[src/design/mbep_pkg.sv]
package mbep_pkg;

  // Block sizing.
  localparam int unsigned DIGEST_BYTES = 32;
  localparam int unsigned MAX_MULT     = 9;
  localparam int unsigned BB_MAX       = MAX_MULT * DIGEST_BYTES;
  localparam int unsigned BB_W         = $clog2(BB_MAX + 1);
  localparam int unsigned MULT_W       = $clog2(MAX_MULT + 1);
  localparam int unsigned FILL_W       = 9;
  localparam int unsigned CMP_W        = (BB_W > FILL_W) ? BB_W : FILL_W;

  // Register reset values.
  localparam logic [7:0] MASK_RESET = 8'b1001_1111;
  localparam logic [3:0] MULT_RESET = 4'd4;

  // Configuration register indexes.
  typedef enum logic [1:0] {
    REG_CHANNEL_MASK = 2'd0,
    REG_BLOCK_MULT   = 2'd1,
    REG_RAW_MODE     = 2'd2
  } reg_idx_e;

  // Input command codes.
  typedef enum logic [1:0] {
    CMD_SAMPLE  = 2'd0,
    CMD_TAKE    = 2'd1,
    CMD_RESTART = 2'd2,
    CMD_UNUSED  = 2'd3
  } cmd_e;

  // Classified item handed from the front to the back.
  typedef struct packed {
    cmd_e       op;
    logic [7:0] ext;
    logic [3:0] nbits;
  } cmd_rec_t;

  // One packed result.
  typedef struct packed {
    logic [7:0]        data_byte;
    logic [FILL_W-1:0] byte_index;
    logic              buffer_select;
    logic              block_end;
    logic              dropped;
  } out_rec_t;

  // Block size settings seen by the back end.
  typedef struct packed {
    logic [3:0] block_mult;
    logic       raw_mode;
  } blk_cfg_t;

endpackage

[src/design/mbep_fifo.sv]
module mbep_fifo #(
  parameter int unsigned WIDTH = 8,
  parameter int unsigned DEPTH = 2
) (
  input  logic             clk_i,
  input  logic             rst_ni,
  input  logic             push_i,
  input  logic [WIDTH-1:0] data_i,
  output logic             full_o,
  input  logic             pop_i,
  output logic [WIDTH-1:0] data_o,
  output logic             empty_o
);

  localparam int unsigned PTR_W = (DEPTH > 1) ? $clog2(DEPTH) : 1;
  localparam int unsigned CNT_W = $clog2(DEPTH + 1);

  logic [WIDTH-1:0] slot_q [DEPTH];
  logic [PTR_W-1:0] wr_ptr_q, wr_ptr_d;
  logic [PTR_W-1:0] rd_ptr_q, rd_ptr_d;
  logic [CNT_W-1:0] count_q, count_d;
  logic             do_push, do_pop;

  assign full_o  = (count_q == CNT_W'(DEPTH));
  assign empty_o = (count_q == '0);
  assign do_push = push_i && !full_o;
  assign do_pop  = pop_i && !empty_o;
  assign data_o  = slot_q[rd_ptr_q];

  // Pointer and occupancy update.
  always_comb begin
    wr_ptr_d = wr_ptr_q;
    rd_ptr_d = rd_ptr_q;
    count_d  = count_q;
    if (do_push) begin
      wr_ptr_d = (wr_ptr_q == PTR_W'(DEPTH - 1)) ? '0 : wr_ptr_q + 1'b1;
    end
    if (do_pop) begin
      rd_ptr_d = (rd_ptr_q == PTR_W'(DEPTH - 1)) ? '0 : rd_ptr_q + 1'b1;
    end
    if (do_push && !do_pop) begin
      count_d = count_q + 1'b1;
    end else if (do_pop && !do_push) begin
      count_d = count_q - 1'b1;
    end
  end

  always_ff @(posedge clk_i or negedge rst_ni) begin
    if (!rst_ni) begin
      wr_ptr_q <= '0;
      rd_ptr_q <= '0;
      count_q  <= '0;
    end else begin
      wr_ptr_q <= wr_ptr_d;
      rd_ptr_q <= rd_ptr_d;
      count_q  <= count_d;
    end
  end

  // Storage slots need no reset.
  always_ff @(posedge clk_i) begin
    if (do_push) begin
      slot_q[wr_ptr_q] <= data_i;
    end
  end

`ifndef SYNTHESIS
  a_count_bound: assert property (@(posedge clk_i) disable iff (!rst_ni)
    count_q <= CNT_W'(DEPTH))
    else $error("queue occupancy above depth");

  a_push_fills: assert property (@(posedge clk_i) disable iff (!rst_ni)
    (push_i && !full_o && !pop_i) |=> !empty_o)
    else $error("queue empty after a lone push");

  a_last_pop: assert property (@(posedge clk_i) disable iff (!rst_ni)
    (pop_i && !push_i && count_q == CNT_W'(1)) |=> empty_o)
    else $error("queue not empty after popping the last entry");
`endif

endmodule

[src/design/mbep_front.sv]
module mbep_front (
  input  logic                clk_i,
  input  logic                rst_ni,
  input  logic                push,
  output logic                full,
  input  logic [1:0]          cmd_i,
  input  logic [7:0]          sample_i,
  input  logic [7:0]          channel_mask_i,
  output logic                q_push_o,
  output mbep_pkg::cmd_rec_t  q_rec_o,
  input  logic                q_full_i
);

  logic [7:0] ext;
  logic [3:0] nbits;

  // Parallel bit extract: selected sample bits packed toward bit 0.
  always_comb begin
    ext   = '0;
    nbits = '0;
    for (int i = 0; i < 8; i++) begin
      if (channel_mask_i[i]) begin
        ext[nbits[2:0]] = sample_i[i];
        nbits           = nbits + 4'd1;
      end
    end
  end

  // Classify the command and hand the item to the queue.
  assign full             = q_full_i;
  assign q_push_o         = push && !q_full_i;
  assign q_rec_o.op       = mbep_pkg::cmd_e'(cmd_i);
  assign q_rec_o.ext      = (cmd_i == mbep_pkg::CMD_SAMPLE) ? ext : '0;
  assign q_rec_o.nbits    = (cmd_i == mbep_pkg::CMD_SAMPLE) ? nbits : '0;

`ifndef SYNTHESIS
  a_nbits_popcount: assert property (@(posedge clk_i) disable iff (!rst_ni)
    (cmd_i == mbep_pkg::CMD_SAMPLE) |-> nbits == 4'($countones(channel_mask_i)))
    else $error("extracted bit count differs from mask popcount");

  a_ext_width: assert property (@(posedge clk_i) disable iff (!rst_ni)
    (nbits < 4'd8) |-> ((ext >> nbits[2:0]) == 8'd0))
    else $error("extracted bits above the selected count");

  a_push_gated: assert property (@(posedge clk_i) disable iff (!rst_ni)
    q_push_o |-> push && !full)
    else $error("queue written without an accepted transfer");
`endif

endmodule

[src/design/mbep_back.sv]
module mbep_back (
  input  logic                clk_i,
  input  logic                rst_ni,
  input  mbep_pkg::blk_cfg_t  cfg_i,
  input  logic                q_empty_i,
  input  mbep_pkg::cmd_rec_t  q_rec_i,
  output logic                q_pop_o,
  input  logic                out_full_i,
  output logic                out_push_o,
  output mbep_pkg::out_rec_t  out_rec_o
);

  localparam int unsigned FW = mbep_pkg::FILL_W;
  localparam int unsigned CW = mbep_pkg::CMP_W;
  localparam int unsigned BW = mbep_pkg::BB_W;
  localparam int unsigned MW = mbep_pkg::MULT_W;

  logic [14:0]   acc_q, acc_d;
  logic [3:0]    cnt_q, cnt_d;
  logic [FW-1:0] fill_q, fill_d;
  logic          active_q, active_d;
  logic          ready_q, ready_d;

  logic [14:0]   acc_sum;
  logic [3:0]    cnt_sum;
  logic [FW-1:0] fill_nxt;
  logic [MW-1:0] mult_eff;
  logic [BW-1:0] block_bytes;
  logic          is_sample, emit, blk_end, advance;

  // Block size from the current settings, multiplicity clamped to its range.
  always_comb begin
    if (cfg_i.block_mult == 4'd0) begin
      mult_eff = MW'(1);
    end else if ({1'b0, cfg_i.block_mult} > 5'(mbep_pkg::MAX_MULT)) begin
      mult_eff = MW'(mbep_pkg::MAX_MULT);
    end else begin
      mult_eff = MW'(cfg_i.block_mult);
    end
    if (cfg_i.raw_mode) begin
      block_bytes = BW'(mbep_pkg::DIGEST_BYTES);
    end else begin
      block_bytes = BW'(BW'(mult_eff) * BW'(mbep_pkg::DIGEST_BYTES));
    end
  end

  // Accumulate the extracted bits and decide whether a byte leaves.
  assign is_sample = (q_rec_i.op == mbep_pkg::CMD_SAMPLE);
  assign acc_sum   = acc_q | 15'({15'd0, q_rec_i.ext} << cnt_q);
  assign cnt_sum   = cnt_q + q_rec_i.nbits;
  assign emit      = is_sample && cnt_sum[3];
  assign fill_nxt  = fill_q + 1'b1;
  assign blk_end   = (fill_nxt == '0) || (CW'(fill_nxt) >= CW'(block_bytes));
  assign advance   = !q_empty_i && (!emit || !out_full_i);
  assign q_pop_o   = advance;
  assign out_push_o = advance && emit;

  assign out_rec_o.data_byte     = acc_sum[7:0];
  assign out_rec_o.byte_index    = fill_q;
  assign out_rec_o.buffer_select = active_q;
  assign out_rec_o.block_end     = blk_end;
  assign out_rec_o.dropped       = blk_end && ready_q;

  // Next collector state per command.
  always_comb begin
    acc_d    = acc_q;
    cnt_d    = cnt_q;
    fill_d   = fill_q;
    active_d = active_q;
    ready_d  = ready_q;
    if (advance) begin
      unique case (q_rec_i.op)
        mbep_pkg::CMD_SAMPLE: begin
          if (emit) begin
            acc_d = {8'd0, acc_sum[14:8]};
            cnt_d = cnt_sum - 4'd8;
            if (blk_end) begin
              fill_d   = '0;
              ready_d  = 1'b1;
              active_d = !active_q;
            end else begin
              fill_d = fill_nxt;
            end
          end else begin
            acc_d = acc_sum;
            cnt_d = cnt_sum;
          end
        end
        mbep_pkg::CMD_TAKE: begin
          ready_d = 1'b0;
        end
        mbep_pkg::CMD_RESTART: begin
          acc_d    = '0;
          cnt_d    = '0;
          fill_d   = '0;
          ready_d  = 1'b0;
          active_d = !active_q;
        end
        default: begin
        end
      endcase
    end
  end

  always_ff @(posedge clk_i or negedge rst_ni) begin
    if (!rst_ni) begin
      acc_q    <= '0;
      cnt_q    <= '0;
      fill_q   <= '0;
      active_q <= 1'b0;
      ready_q  <= 1'b0;
    end else begin
      acc_q    <= acc_d;
      cnt_q    <= cnt_d;
      fill_q   <= fill_d;
      active_q <= active_d;
      ready_q  <= ready_d;
    end
  end

`ifndef SYNTHESIS
  a_cnt_settled: assert property (@(posedge clk_i) disable iff (!rst_ni)
    cnt_q < 4'd8)
    else $error("bit count left at eight or more between items");

  a_end_clears_fill: assert property (@(posedge clk_i) disable iff (!rst_ni)
    (out_push_o && blk_end) |=> (fill_q == '0) && ready_q)
    else $error("block end did not reset the fill count or mark ready");

  a_end_toggles: assert property (@(posedge clk_i) disable iff (!rst_ni)
    (out_push_o && blk_end) |=> (active_q != $past(active_q)))
    else $error("buffer select did not toggle at block end");
`endif

endmodule

[src/design/masked_bit_extract_byte_packer.sv]
// Masked bit extract and byte packer.
// Input channel: a queue write port. An item (cmd_i, sample_i) transfers at a
// rising edge with push high and full low. A sample keeps the bits picked by
// the channel mask, packed toward bit 0, and adds them to a bit accumulator;
// the take and restart commands only update the collector state.
// Result channel: a queue read port. While empty is low the oldest packed byte
// and its block position are on the result ports; it transfers at a rising
// edge with pop high. At most one result follows from each item.
// A sample is registered in the command queue and its result in the result queue before it reaches the ports.
// Throughput: one item per cycle while the result queue has room, set by the
// accumulate step in the back end; a two-entry queue sits on each side of that step.
// Stalls: if pop stays low the result queue fills, the back end holds, the
// command queue fills and full rises; items causing no result still need
// room in the command queue.
// Configuration: write enable, index and data; a write takes effect at the next
// edge. The user makes a write only while the block is idle; the block does not enforce it.
// Reset: the control and configuration registers return to their defaults, both queues empty.
module masked_bit_extract_byte_packer (
  input  logic       clk_i,
  input  logic       rst_ni,
  input  logic       cfg_we_i,
  input  logic [1:0] cfg_index_i,
  input  logic [7:0] cfg_data_i,
  input  logic       push,
  output logic       full,
  input  logic [1:0] cmd_i,
  input  logic [7:0] sample_i,
  output logic       empty,
  input  logic       pop,
  output logic [7:0] data_byte_o,
  output logic [8:0] byte_index_o,
  output logic       buffer_select_o,
  output logic       block_end_o,
  output logic       dropped_o
);

  logic [7:0]         mask_q;
  logic [3:0]         mult_q;
  logic               raw_q;
  mbep_pkg::blk_cfg_t blk_cfg;

  logic               cq_push, cq_full, cq_empty, cq_pop;
  mbep_pkg::cmd_rec_t cq_in, cq_out;
  logic               oq_push, oq_full;
  mbep_pkg::out_rec_t oq_in, oq_out;

  // Configuration registers.
  always_ff @(posedge clk_i or negedge rst_ni) begin
    if (!rst_ni) begin
      mask_q <= mbep_pkg::MASK_RESET;
      mult_q <= mbep_pkg::MULT_RESET;
      raw_q  <= 1'b0;
    end else if (cfg_we_i) begin
      unique case (mbep_pkg::reg_idx_e'(cfg_index_i))
        mbep_pkg::REG_CHANNEL_MASK: mask_q <= cfg_data_i;
        mbep_pkg::REG_BLOCK_MULT:   mult_q <= cfg_data_i[3:0];
        mbep_pkg::REG_RAW_MODE:     raw_q  <= cfg_data_i[0];
        default: begin
        end
      endcase
    end
  end

  assign blk_cfg.block_mult = mult_q;
  assign blk_cfg.raw_mode   = raw_q;

  // Front end: accept and extract.
  mbep_front u_front (
    .clk_i          (clk_i),
    .rst_ni         (rst_ni),
    .push           (push),
    .full           (full),
    .cmd_i          (cmd_i),
    .sample_i       (sample_i),
    .channel_mask_i (mask_q),
    .q_push_o       (cq_push),
    .q_rec_o        (cq_in),
    .q_full_i       (cq_full)
  );

  // Command queue between front and back.
  mbep_fifo #(
    .WIDTH ($bits(mbep_pkg::cmd_rec_t)),
    .DEPTH (2)
  ) u_cmd_q (
    .clk_i   (clk_i),
    .rst_ni  (rst_ni),
    .push_i  (cq_push),
    .data_i  (cq_in),
    .full_o  (cq_full),
    .pop_i   (cq_pop),
    .data_o  (cq_out),
    .empty_o (cq_empty)
  );

  // Back end: accumulate and pack bytes.
  mbep_back u_back (
    .clk_i      (clk_i),
    .rst_ni     (rst_ni),
    .cfg_i      (blk_cfg),
    .q_empty_i  (cq_empty),
    .q_rec_i    (cq_out),
    .q_pop_o    (cq_pop),
    .out_full_i (oq_full),
    .out_push_o (oq_push),
    .out_rec_o  (oq_in)
  );

  // Result queue toward the consumer.
  mbep_fifo #(
    .WIDTH ($bits(mbep_pkg::out_rec_t)),
    .DEPTH (2)
  ) u_out_q (
    .clk_i   (clk_i),
    .rst_ni  (rst_ni),
    .push_i  (oq_push),
    .data_i  (oq_in),
    .full_o  (oq_full),
    .pop_i   (pop),
    .data_o  (oq_out),
    .empty_o (empty)
  );

  assign data_byte_o     = oq_out.data_byte;
  assign byte_index_o    = oq_out.byte_index;
  assign buffer_select_o = oq_out.buffer_select;
  assign block_end_o     = oq_out.block_end;
  assign dropped_o       = oq_out.dropped;

`ifndef SYNTHESIS
  a_drop_at_end: assert property (@(posedge clk_i) disable iff (!rst_ni)
    (!empty && dropped_o) |-> block_end_o)
    else $error("drop flag on a byte that does not end a block");

  a_index_in_range: assert property (@(posedge clk_i) disable iff (!rst_ni)
    !empty |-> (10'(byte_index_o) < 10'(mbep_pkg::BB_MAX) || raw_q == 1'b0))
    else $error("byte index beyond the largest block");

  a_no_result_unmasked: assert property (@(posedge clk_i) disable iff (!rst_ni)
    (mask_q == 8'd0 && cq_empty && empty) |=> empty)
    else $error("result produced with an empty channel mask");
`endif

endmodule

[config.mk]
export PLATFORM = sky130hd
export DESIGN_NAME = masked_bit_extract_byte_packer
export DESIGN_NICKNAME = d
export VERILOG_FILES = /design/src/design/mbep_pkg.sv /design/src/design/mbep_fifo.sv /design/src/design/mbep_front.sv /design/src/design/mbep_back.sv /design/src/design/masked_bit_extract_byte_packer.sv
export SDC_FILE = /design/constraint.sdc
export NUM_CORES = 1
export LEC_CHECK = 0
export BUFFER_PORTS_ARGS = -buffer_cell sky130_fd_sc_hd__buf_2
export CAP_MARGIN = 20
export CORE_UTILIZATION = 40
export CTS_CLUSTER_SIZE = 12
export DETAILED_ROUTE_END_ITERATION = 16
export PLACE_DENSITY_LB_ADDON = 0.2
export SLEW_MARGIN = 40
export SYNTH_ARGS = -nofsm -noshare
export SYNTH_HDL_FRONTEND = slang
export SYNTH_SLANG_ARGS = --single-unit
[constraint.sdc]
create_clock -name clk_i -period 6 [get_ports clk_i]
set_clock_uncertainty 0.15 [all_clocks]
set_input_delay 0.9 -clock clk_i [delete_from_list [all_inputs] [get_ports clk_i]]
set_output_delay 0.9 -clock clk_i [all_outputs]
set_load 0.02 [all_outputs]
### Yosys cells after proc, flatten, opt, wreduce, memory -nomap -nowiden

Memory sizes are Yosys's and may differ from the RTL's.
Index checks and enable logic that the tools add are counted.

| operators by class | value |
|---|---|
| add/sub/neg operators | 18 |
| magnitude comparators | 16 |
| eq/ne operators | 8 |
| shift operators | 1 |
| multiplexer cells | 67 |
| bitwise gates (word level) | 1 |
| reduce and logical (&&, ||, !) cells | 51 |

Operators with widths:

| operator | count |
|---|---|
| $mux 8 | 8 |
| $bwmux 8 | 7 |
| $mux 4 | 11 |
| $pmux 15 s2 | 1 |
| $mux 9 | 3 |
| $add 4x1->4 const B | 6 |
| $lt 3x4->1 const B | 6 |
| $demux 1 s3 | 7 |
| $mux 1 | 21 |
| $logic_and 1x1->1 | 20 |
| $ge 3x1->1 const B | 6 |
| $pmux 9 s2 | 1 |
| $mux 15 | 1 |
| $or 15x15->15 | 1 |
| $shl 8x4->15 | 1 |
| $logic_not 1->1 | 10 |
| $logic_not 2->1 | 5 |
| $add 9x1->9 const B | 1 |
| $ge 9x9->1 | 1 |
| $logic_not 9->1 | 1 |
| $eq 2x2->1 const B | 4 |
| $mux 2 | 4 |
| $pmux 4 s2 | 1 |
| $reduce_and 2->1 | 4 |
| other kinds (18) | 31 |

| storage, ports and cells | value |
|---|---|
| flip-flop bits (word level) | 51 |
| memory bits (writable) | 68 |
| bits of input ports | 25 |
| output and inout port bits | 22 |
| word-level logic and storage cells | 178 |
| memories kept | 2 |

Memory list:

| name | words | bits a word | read ports | clocked after memory_dff | write ports | line | source |
|---|---|---|---|---|---|---|---|
| u_out_q.slot_q | 2 | 20 | 1 | 0 | 1 | mbep_fifo.sv:18 | `logic [WIDTH-1:0] slot_q [DEPTH];` |
| u_cmd_q.slot_q | 2 | 14 | 1 | 0 | 1 | mbep_fifo.sv:18 |  |

### Depth between registers and ports, before layout

| logic depth | value |
|---|---|
| depth after elaboration | 20 |
| depth in mapped cells | 23 |
| depth with buffers taken out | 22 |

### Hierarchy

A second synthesis with hierarchy kept.

| unflattened totals | value |
|---|---|
| cells, all modules | 723 |
| area, all modules | 7,611.0 µm² |

By module, submodules not included:

| module | times used | cells an instance | area each (µm²) | sequential area each (µm²) |
|---|---|---|---|---|
| mbep_back | 1 | 298 | 2,492.4 | 750.7 |
| mbep_front | 1 | 252 | 1,706.6 | 0.0 |
| mbep_fifo at u_out_q | 1 | 81 | 1,637.8 | 1,301.2 |
| mbep_fifo at u_cmd_q | 1 | 63 | 1,260.0 | 940.9 |
| masked_bit_extract_byte_packer | 1 | 29 | 514.2 | 334.1 |

### Worst setup path before layout

Ideal clock, no wire load.

| path | value |
|---|---|
| path type | reg-to-reg |
| from | reg mask_q[0] |
| to | mem u_cmd_q.slot_q[0][3] in the netlist's numbering, data pin |
| library setup time | 0.266 ns |
| data arrival time | 4.381 ns |
| data required time | 5.584 ns |
| path slack | 1.203 ns |
| stages on the path, launching flop included | 23 |
| buffers on the path | 2 |
| clock period less this slack | 4.797 ns |
| cells stage by stage | dfstp_2 inv_1 fa_1 buf_4 inv_1 ha_1 nand2b_1 o31ai_2 inv_1 buf_2 ha_1 nand2_1 o21ai_0 ha_1 nand2_1 o21a_1 nand2_1 ha_1 nor2_1 a31oi_2 nand3_1 xor2_1 mux2i_1 |

RTL lines:

| element | line | source |
|---|---|---|
| from (decl) | masked_bit_extract_byte_packer.sv:37 | `logic [7:0] mask_q;` |
| from (signal assigned) | masked_bit_extract_byte_packer.sv:50 | `mask_q <= mbep_pkg::MASK_RESET;` |
| from (signal assigned) | masked_bit_extract_byte_packer.sv:55 | `mbep_pkg::REG_CHANNEL_MASK: mask_q <= cfg_data_i;` |
| to (decl) | mbep_fifo.sv:18 |  |

==> metrics.md <==
| Metric | Value |
|---|---|
| Status | `complete, no violations` |
| R2r endpoint | `u_cmd_q.slot_q[1][3]$_DFFE_PP_` |
| Final Hold Fails | `0` |
| Mapped Nets | `slightly above 700` |
| Seq/Total Area, Yosys | `45.5%` |
| Via/cell ratio | `about 5.8` |
| Final setup violation count | `0` |
| Die area | `18800 um^2` |
| Syn avg cell area | `roughly 11 um^2` |
| WL/cell | `17.5 um` |
| Sequential Power Share | `between 20 and 30%` |
| Asr flop ratio synth | `42.9%` |
| Post_cts resized | `0` |
| Part of the cycle the worst path needs | `~93%` |
| Combinational power share | `46.1%` |
| Initial DRC Count | `roughly 330` |
| FF-to-FF setup slack | `0.40 ns` |
| Routability cong. | `a little under 0.9` |
| Global-route usage over all layers | `19.1%` |
| Clk pin slew, worst setup/hold paths | `approximately 0.06 ns` |
| Die W | `around 140 um` |
| Pre-CTS setup slack | `~0.5 ns` |
| Post-CTS Setup Inserts | `0` |
| Cell Area, Synth | `~7300 um^2` |
| Main synth FF type | `edfxtp_1` |
| #FFs+latches synth | `about 120` |
| Pwr Density | `about 570 nW/um^2` |
| DR DRC count | `0` |
| Fmax | `roughly 0.18 GHz` |
| R2R depth | `20` |
| Total Wirelength | `approximately 17000 um` |
| Vias in the first global route | `5405` |
| Share of layout cells above drive strength 1 | `between 20% and 30%` |
| Final setup TNS | `0 ns` |
| Initial core utilization | `roughly two fifths` |
| Switching Share | `about 40%` |
| Synth area leaders | `edfxtp_1 28%, dfrtp_1 15%, mux2_2 5.1%, nand2_1 3.9%, ha_1 3.6%` |
| Max-cap violations | `0` |
| RSZ-0062 raised after global routing | `false` |
| Sink Count | `about 120` |
| Remaining antenna violation count | `0` |
| Num ports | `47` |
| Setup CP Type | `flop to flop` |
| Clk pwr share | `24.2%` |
| Final Slew Violations | `0` |
| Area Overhead vs Synth | `15.0%` |
| Ant diodes | `0` |
| Slew headroom | `45.4%` |
| Post-synth EDFFs | `68` |
| Hold_sp | `u_back.acc_q[0]$_DFFE_PN0P_` |
| Hold Path Class | `flop to flop` |
| Die Ht | `137 um` |
| 1st-pass router iterations | `6` |
| Switching pwr | `1.90 mW` |
| Leak pwr | `3.24 nW` |
| Via Count | `approximately 5500` |
| WHS Endpoint | `u_back.acc_q[0]$_DFFE_PN0P_` |
| CTS Buffer Depth | `2` |
| Syn Inst Count | `677` |
| First-pass GRT wire length | `approximately 28000 um` |
| Pin count of the biggest net entering global routing | `52` |
| Initial antenna violation count | `0` |
| Dpl hpwl | `about 12000 um` |
| Synth cell types | `85` |
| CTS tree | `built` |
| Internal | `2.86 mW` |
| Clk_lat worst skew | `just over 0.4 ns` |
| Depth of the worst hold-timing path | `2` |
| Leading area contributor after synthesis | `edfxtp_1` |
| Crit-path max FO | `11` |
| Startpoint types | `flop` |
| Number of buffers added on ports | `46` |
| Most frequent cells in the layout | `75 x nand2_1, 68 x edfxtp_1, 46 x buf_2` |
| Hold buffers post-CTS | `0` |
| CTS H-Tree Depth | `4` |
| Core area | `around 18000 um^2` |
| Least-Margin Pin Slew | `around 0.8 ns` |
| CTS buffer count | `17` |
| Fin crit period | `between 5 and 6 ns` |
| Final worst slack | `~0.40 ns` |
| Commonest non-fill, non-tap cell in the layout | `nand2_1` |
| Row cnt | `49` |
| Crit. End Element | `flop` |
| CTS root buffer | `clkbuf_16` |
| Total grt overflow | `0` |
| Critical Path RT | `roughly 6 ns` |
| Synth top area share | `~28%` |
| CP arrival | `roughly 5.7 ns` |
| Synth warn | `0` |
| Peak supply drop | `0.000305 V` |
| Final #Nets | `between 700 and 800` |
| FF-to-FF Start | `mask_q[0]$_DFFE_PN1P_` |
[cell usage after synthesis, drive strengths merged, types with 12 or more instances]
| master | n |
|---|---|
| a21oi | 22 |
| and2 | 14 |
| clkbuf | 23 |
| dfrtp | 44 |
| edfxtp | 68 |
| ha | 21 |
| inv | 26 |
| mux2 | 33 |
| mux2i | 13 |
| nand2 | 76 |
| nand3 | 23 |
| nor2 | 37 |
| nor3 | 20 |
| o21ai | 26 |
| xnor2 | 23 |
| xor2 | 12 |
[power by group through the flow]
stage | sequential [mW] | clock (mW) | combinational [mW]
2_1_floorplan | 1.27 | 0 | 1.81
3_3_place_gp | 1.42 | 0 | 2.14
3_5_place_dp | 1.43 | 0 | 2.18
4_1_cts | 1.42 | 1.17 | 2.20
5_1_grt | 1.46 | 1.21 | 2.43
6_report | 1.42 | 1.15 | 2.20
[layer usage]
metal | GRT usage [%] | part of all wire, %
met1 | 24.0 | 45
met2 | 31.3 | 48
met3 | 3.07 | 4.0
met4 | 10.9 | 3.8
met5 | 0 | 0
[critical path: stages (launching register included)]
cell and delay [ns]:
dfstp_2 0.56, inv_1 0.09, fa_1 0.79, inv_1 0.16, ha_1 0.35, nand2b_1 0.20, o31ai_2 0.22, inv_1 0.14
ha_1 0.32, nand2_1 0.15, o21ai_0 0.13, ha_1 0.31, nand2_1 0.06, o21a_1 0.27, nand2_1 0.09, ha_1 0.29
nor2_1 0.04, a31oi_2 0.40, nand3_1 0.22, xor2_1 0.24, mux2i_1 0.23
[worst max path at each step]
| stage | cells after the start | startpoint | endpoint | slack (ns) |
|---|---|---|---|---|
| 2_1_floorplan | 22 | mask_q[0]$_DFFE_PN1P_ | u_cmd_q.slot_q[0][3]$_DFFE_PP_ | 1.20 |
| 3_3_place_gp | 20 | mask_q[0]$_DFFE_PN1P_ | u_cmd_q.slot_q[0][3]$_DFFE_PP_ | 0.73 |
| 3_5_place_dp | 20 | mask_q[0]$_DFFE_PN1P_ | u_cmd_q.slot_q[0][3]$_DFFE_PP_ | 0.49 |
| 4_1_cts | 20 | mask_q[0]$_DFFE_PN1P_ | u_cmd_q.slot_q[1][3]$_DFFE_PP_ | 0.47 |
| 5_1_grt | 20 | mask_q[0]$_DFFE_PN1P_ | u_cmd_q.slot_q[1][3]$_DFFE_PP_ | 0.03 |
| 6_report | 20 | mask_q[0]$_DFFE_PN1P_ | u_cmd_q.slot_q[1][3]$_DFFE_PP_ | 0.40 |
[per-stage QoR]
stage	power [mW]	instances	hold WS [ns]	cell area, um^2	util [%]
2_1_floorplan	3.09	677	0.287	7300	-
3_3_place_gp	3.56	924	0.307	7710	43.1
3_5_place_dp	3.61	924	0.322	7710	43.1
4_1_cts	4.79	956	0.335	8390	46.9
5_1_grt	5.09	956	0.355	8400	46.9
6_report	4.77	956	0.339	8400	46.9
[registers in the layout, indices dropped and copies added, names as in the netlist, 2 cells and up]
signal           count
mult_q               4
u_out_q.slot_q      40
mask_q               8
u_back.cnt_q         4
u_cmd_q.slot_q      28
u_cmd_q.count_q      2
u_out_q.count_q      2
u_back.acc_q        15
u_back.fill_q        9
[layout make-up]
type	count	area, um^2
Inverter	26	103
Sequential cell	119	3330
Multi-Input combinational cell	498	3730
Fill cell	1655	9510
Clock buffer	17	425
Timing Repair Buffer	52	275
Tap cell	229	287
Clock inverter	15	248
[kinds of logic (layout without fill, tap and decap cells)]
group	after synthesis	count (layout)	share of synthesized area, %
adders and majority gates	23	23	4.15
and+or+nand+nor	243	243	16.9
buffers and inverters	60	110	3.67
muxes	54	54	9.34
AOI/OAI and AO/OA	139	139	13.7
xor gates and xnor gates	39	39	6.71
DFF	119	119	45.5
Power figures use the tool's default switching activity.
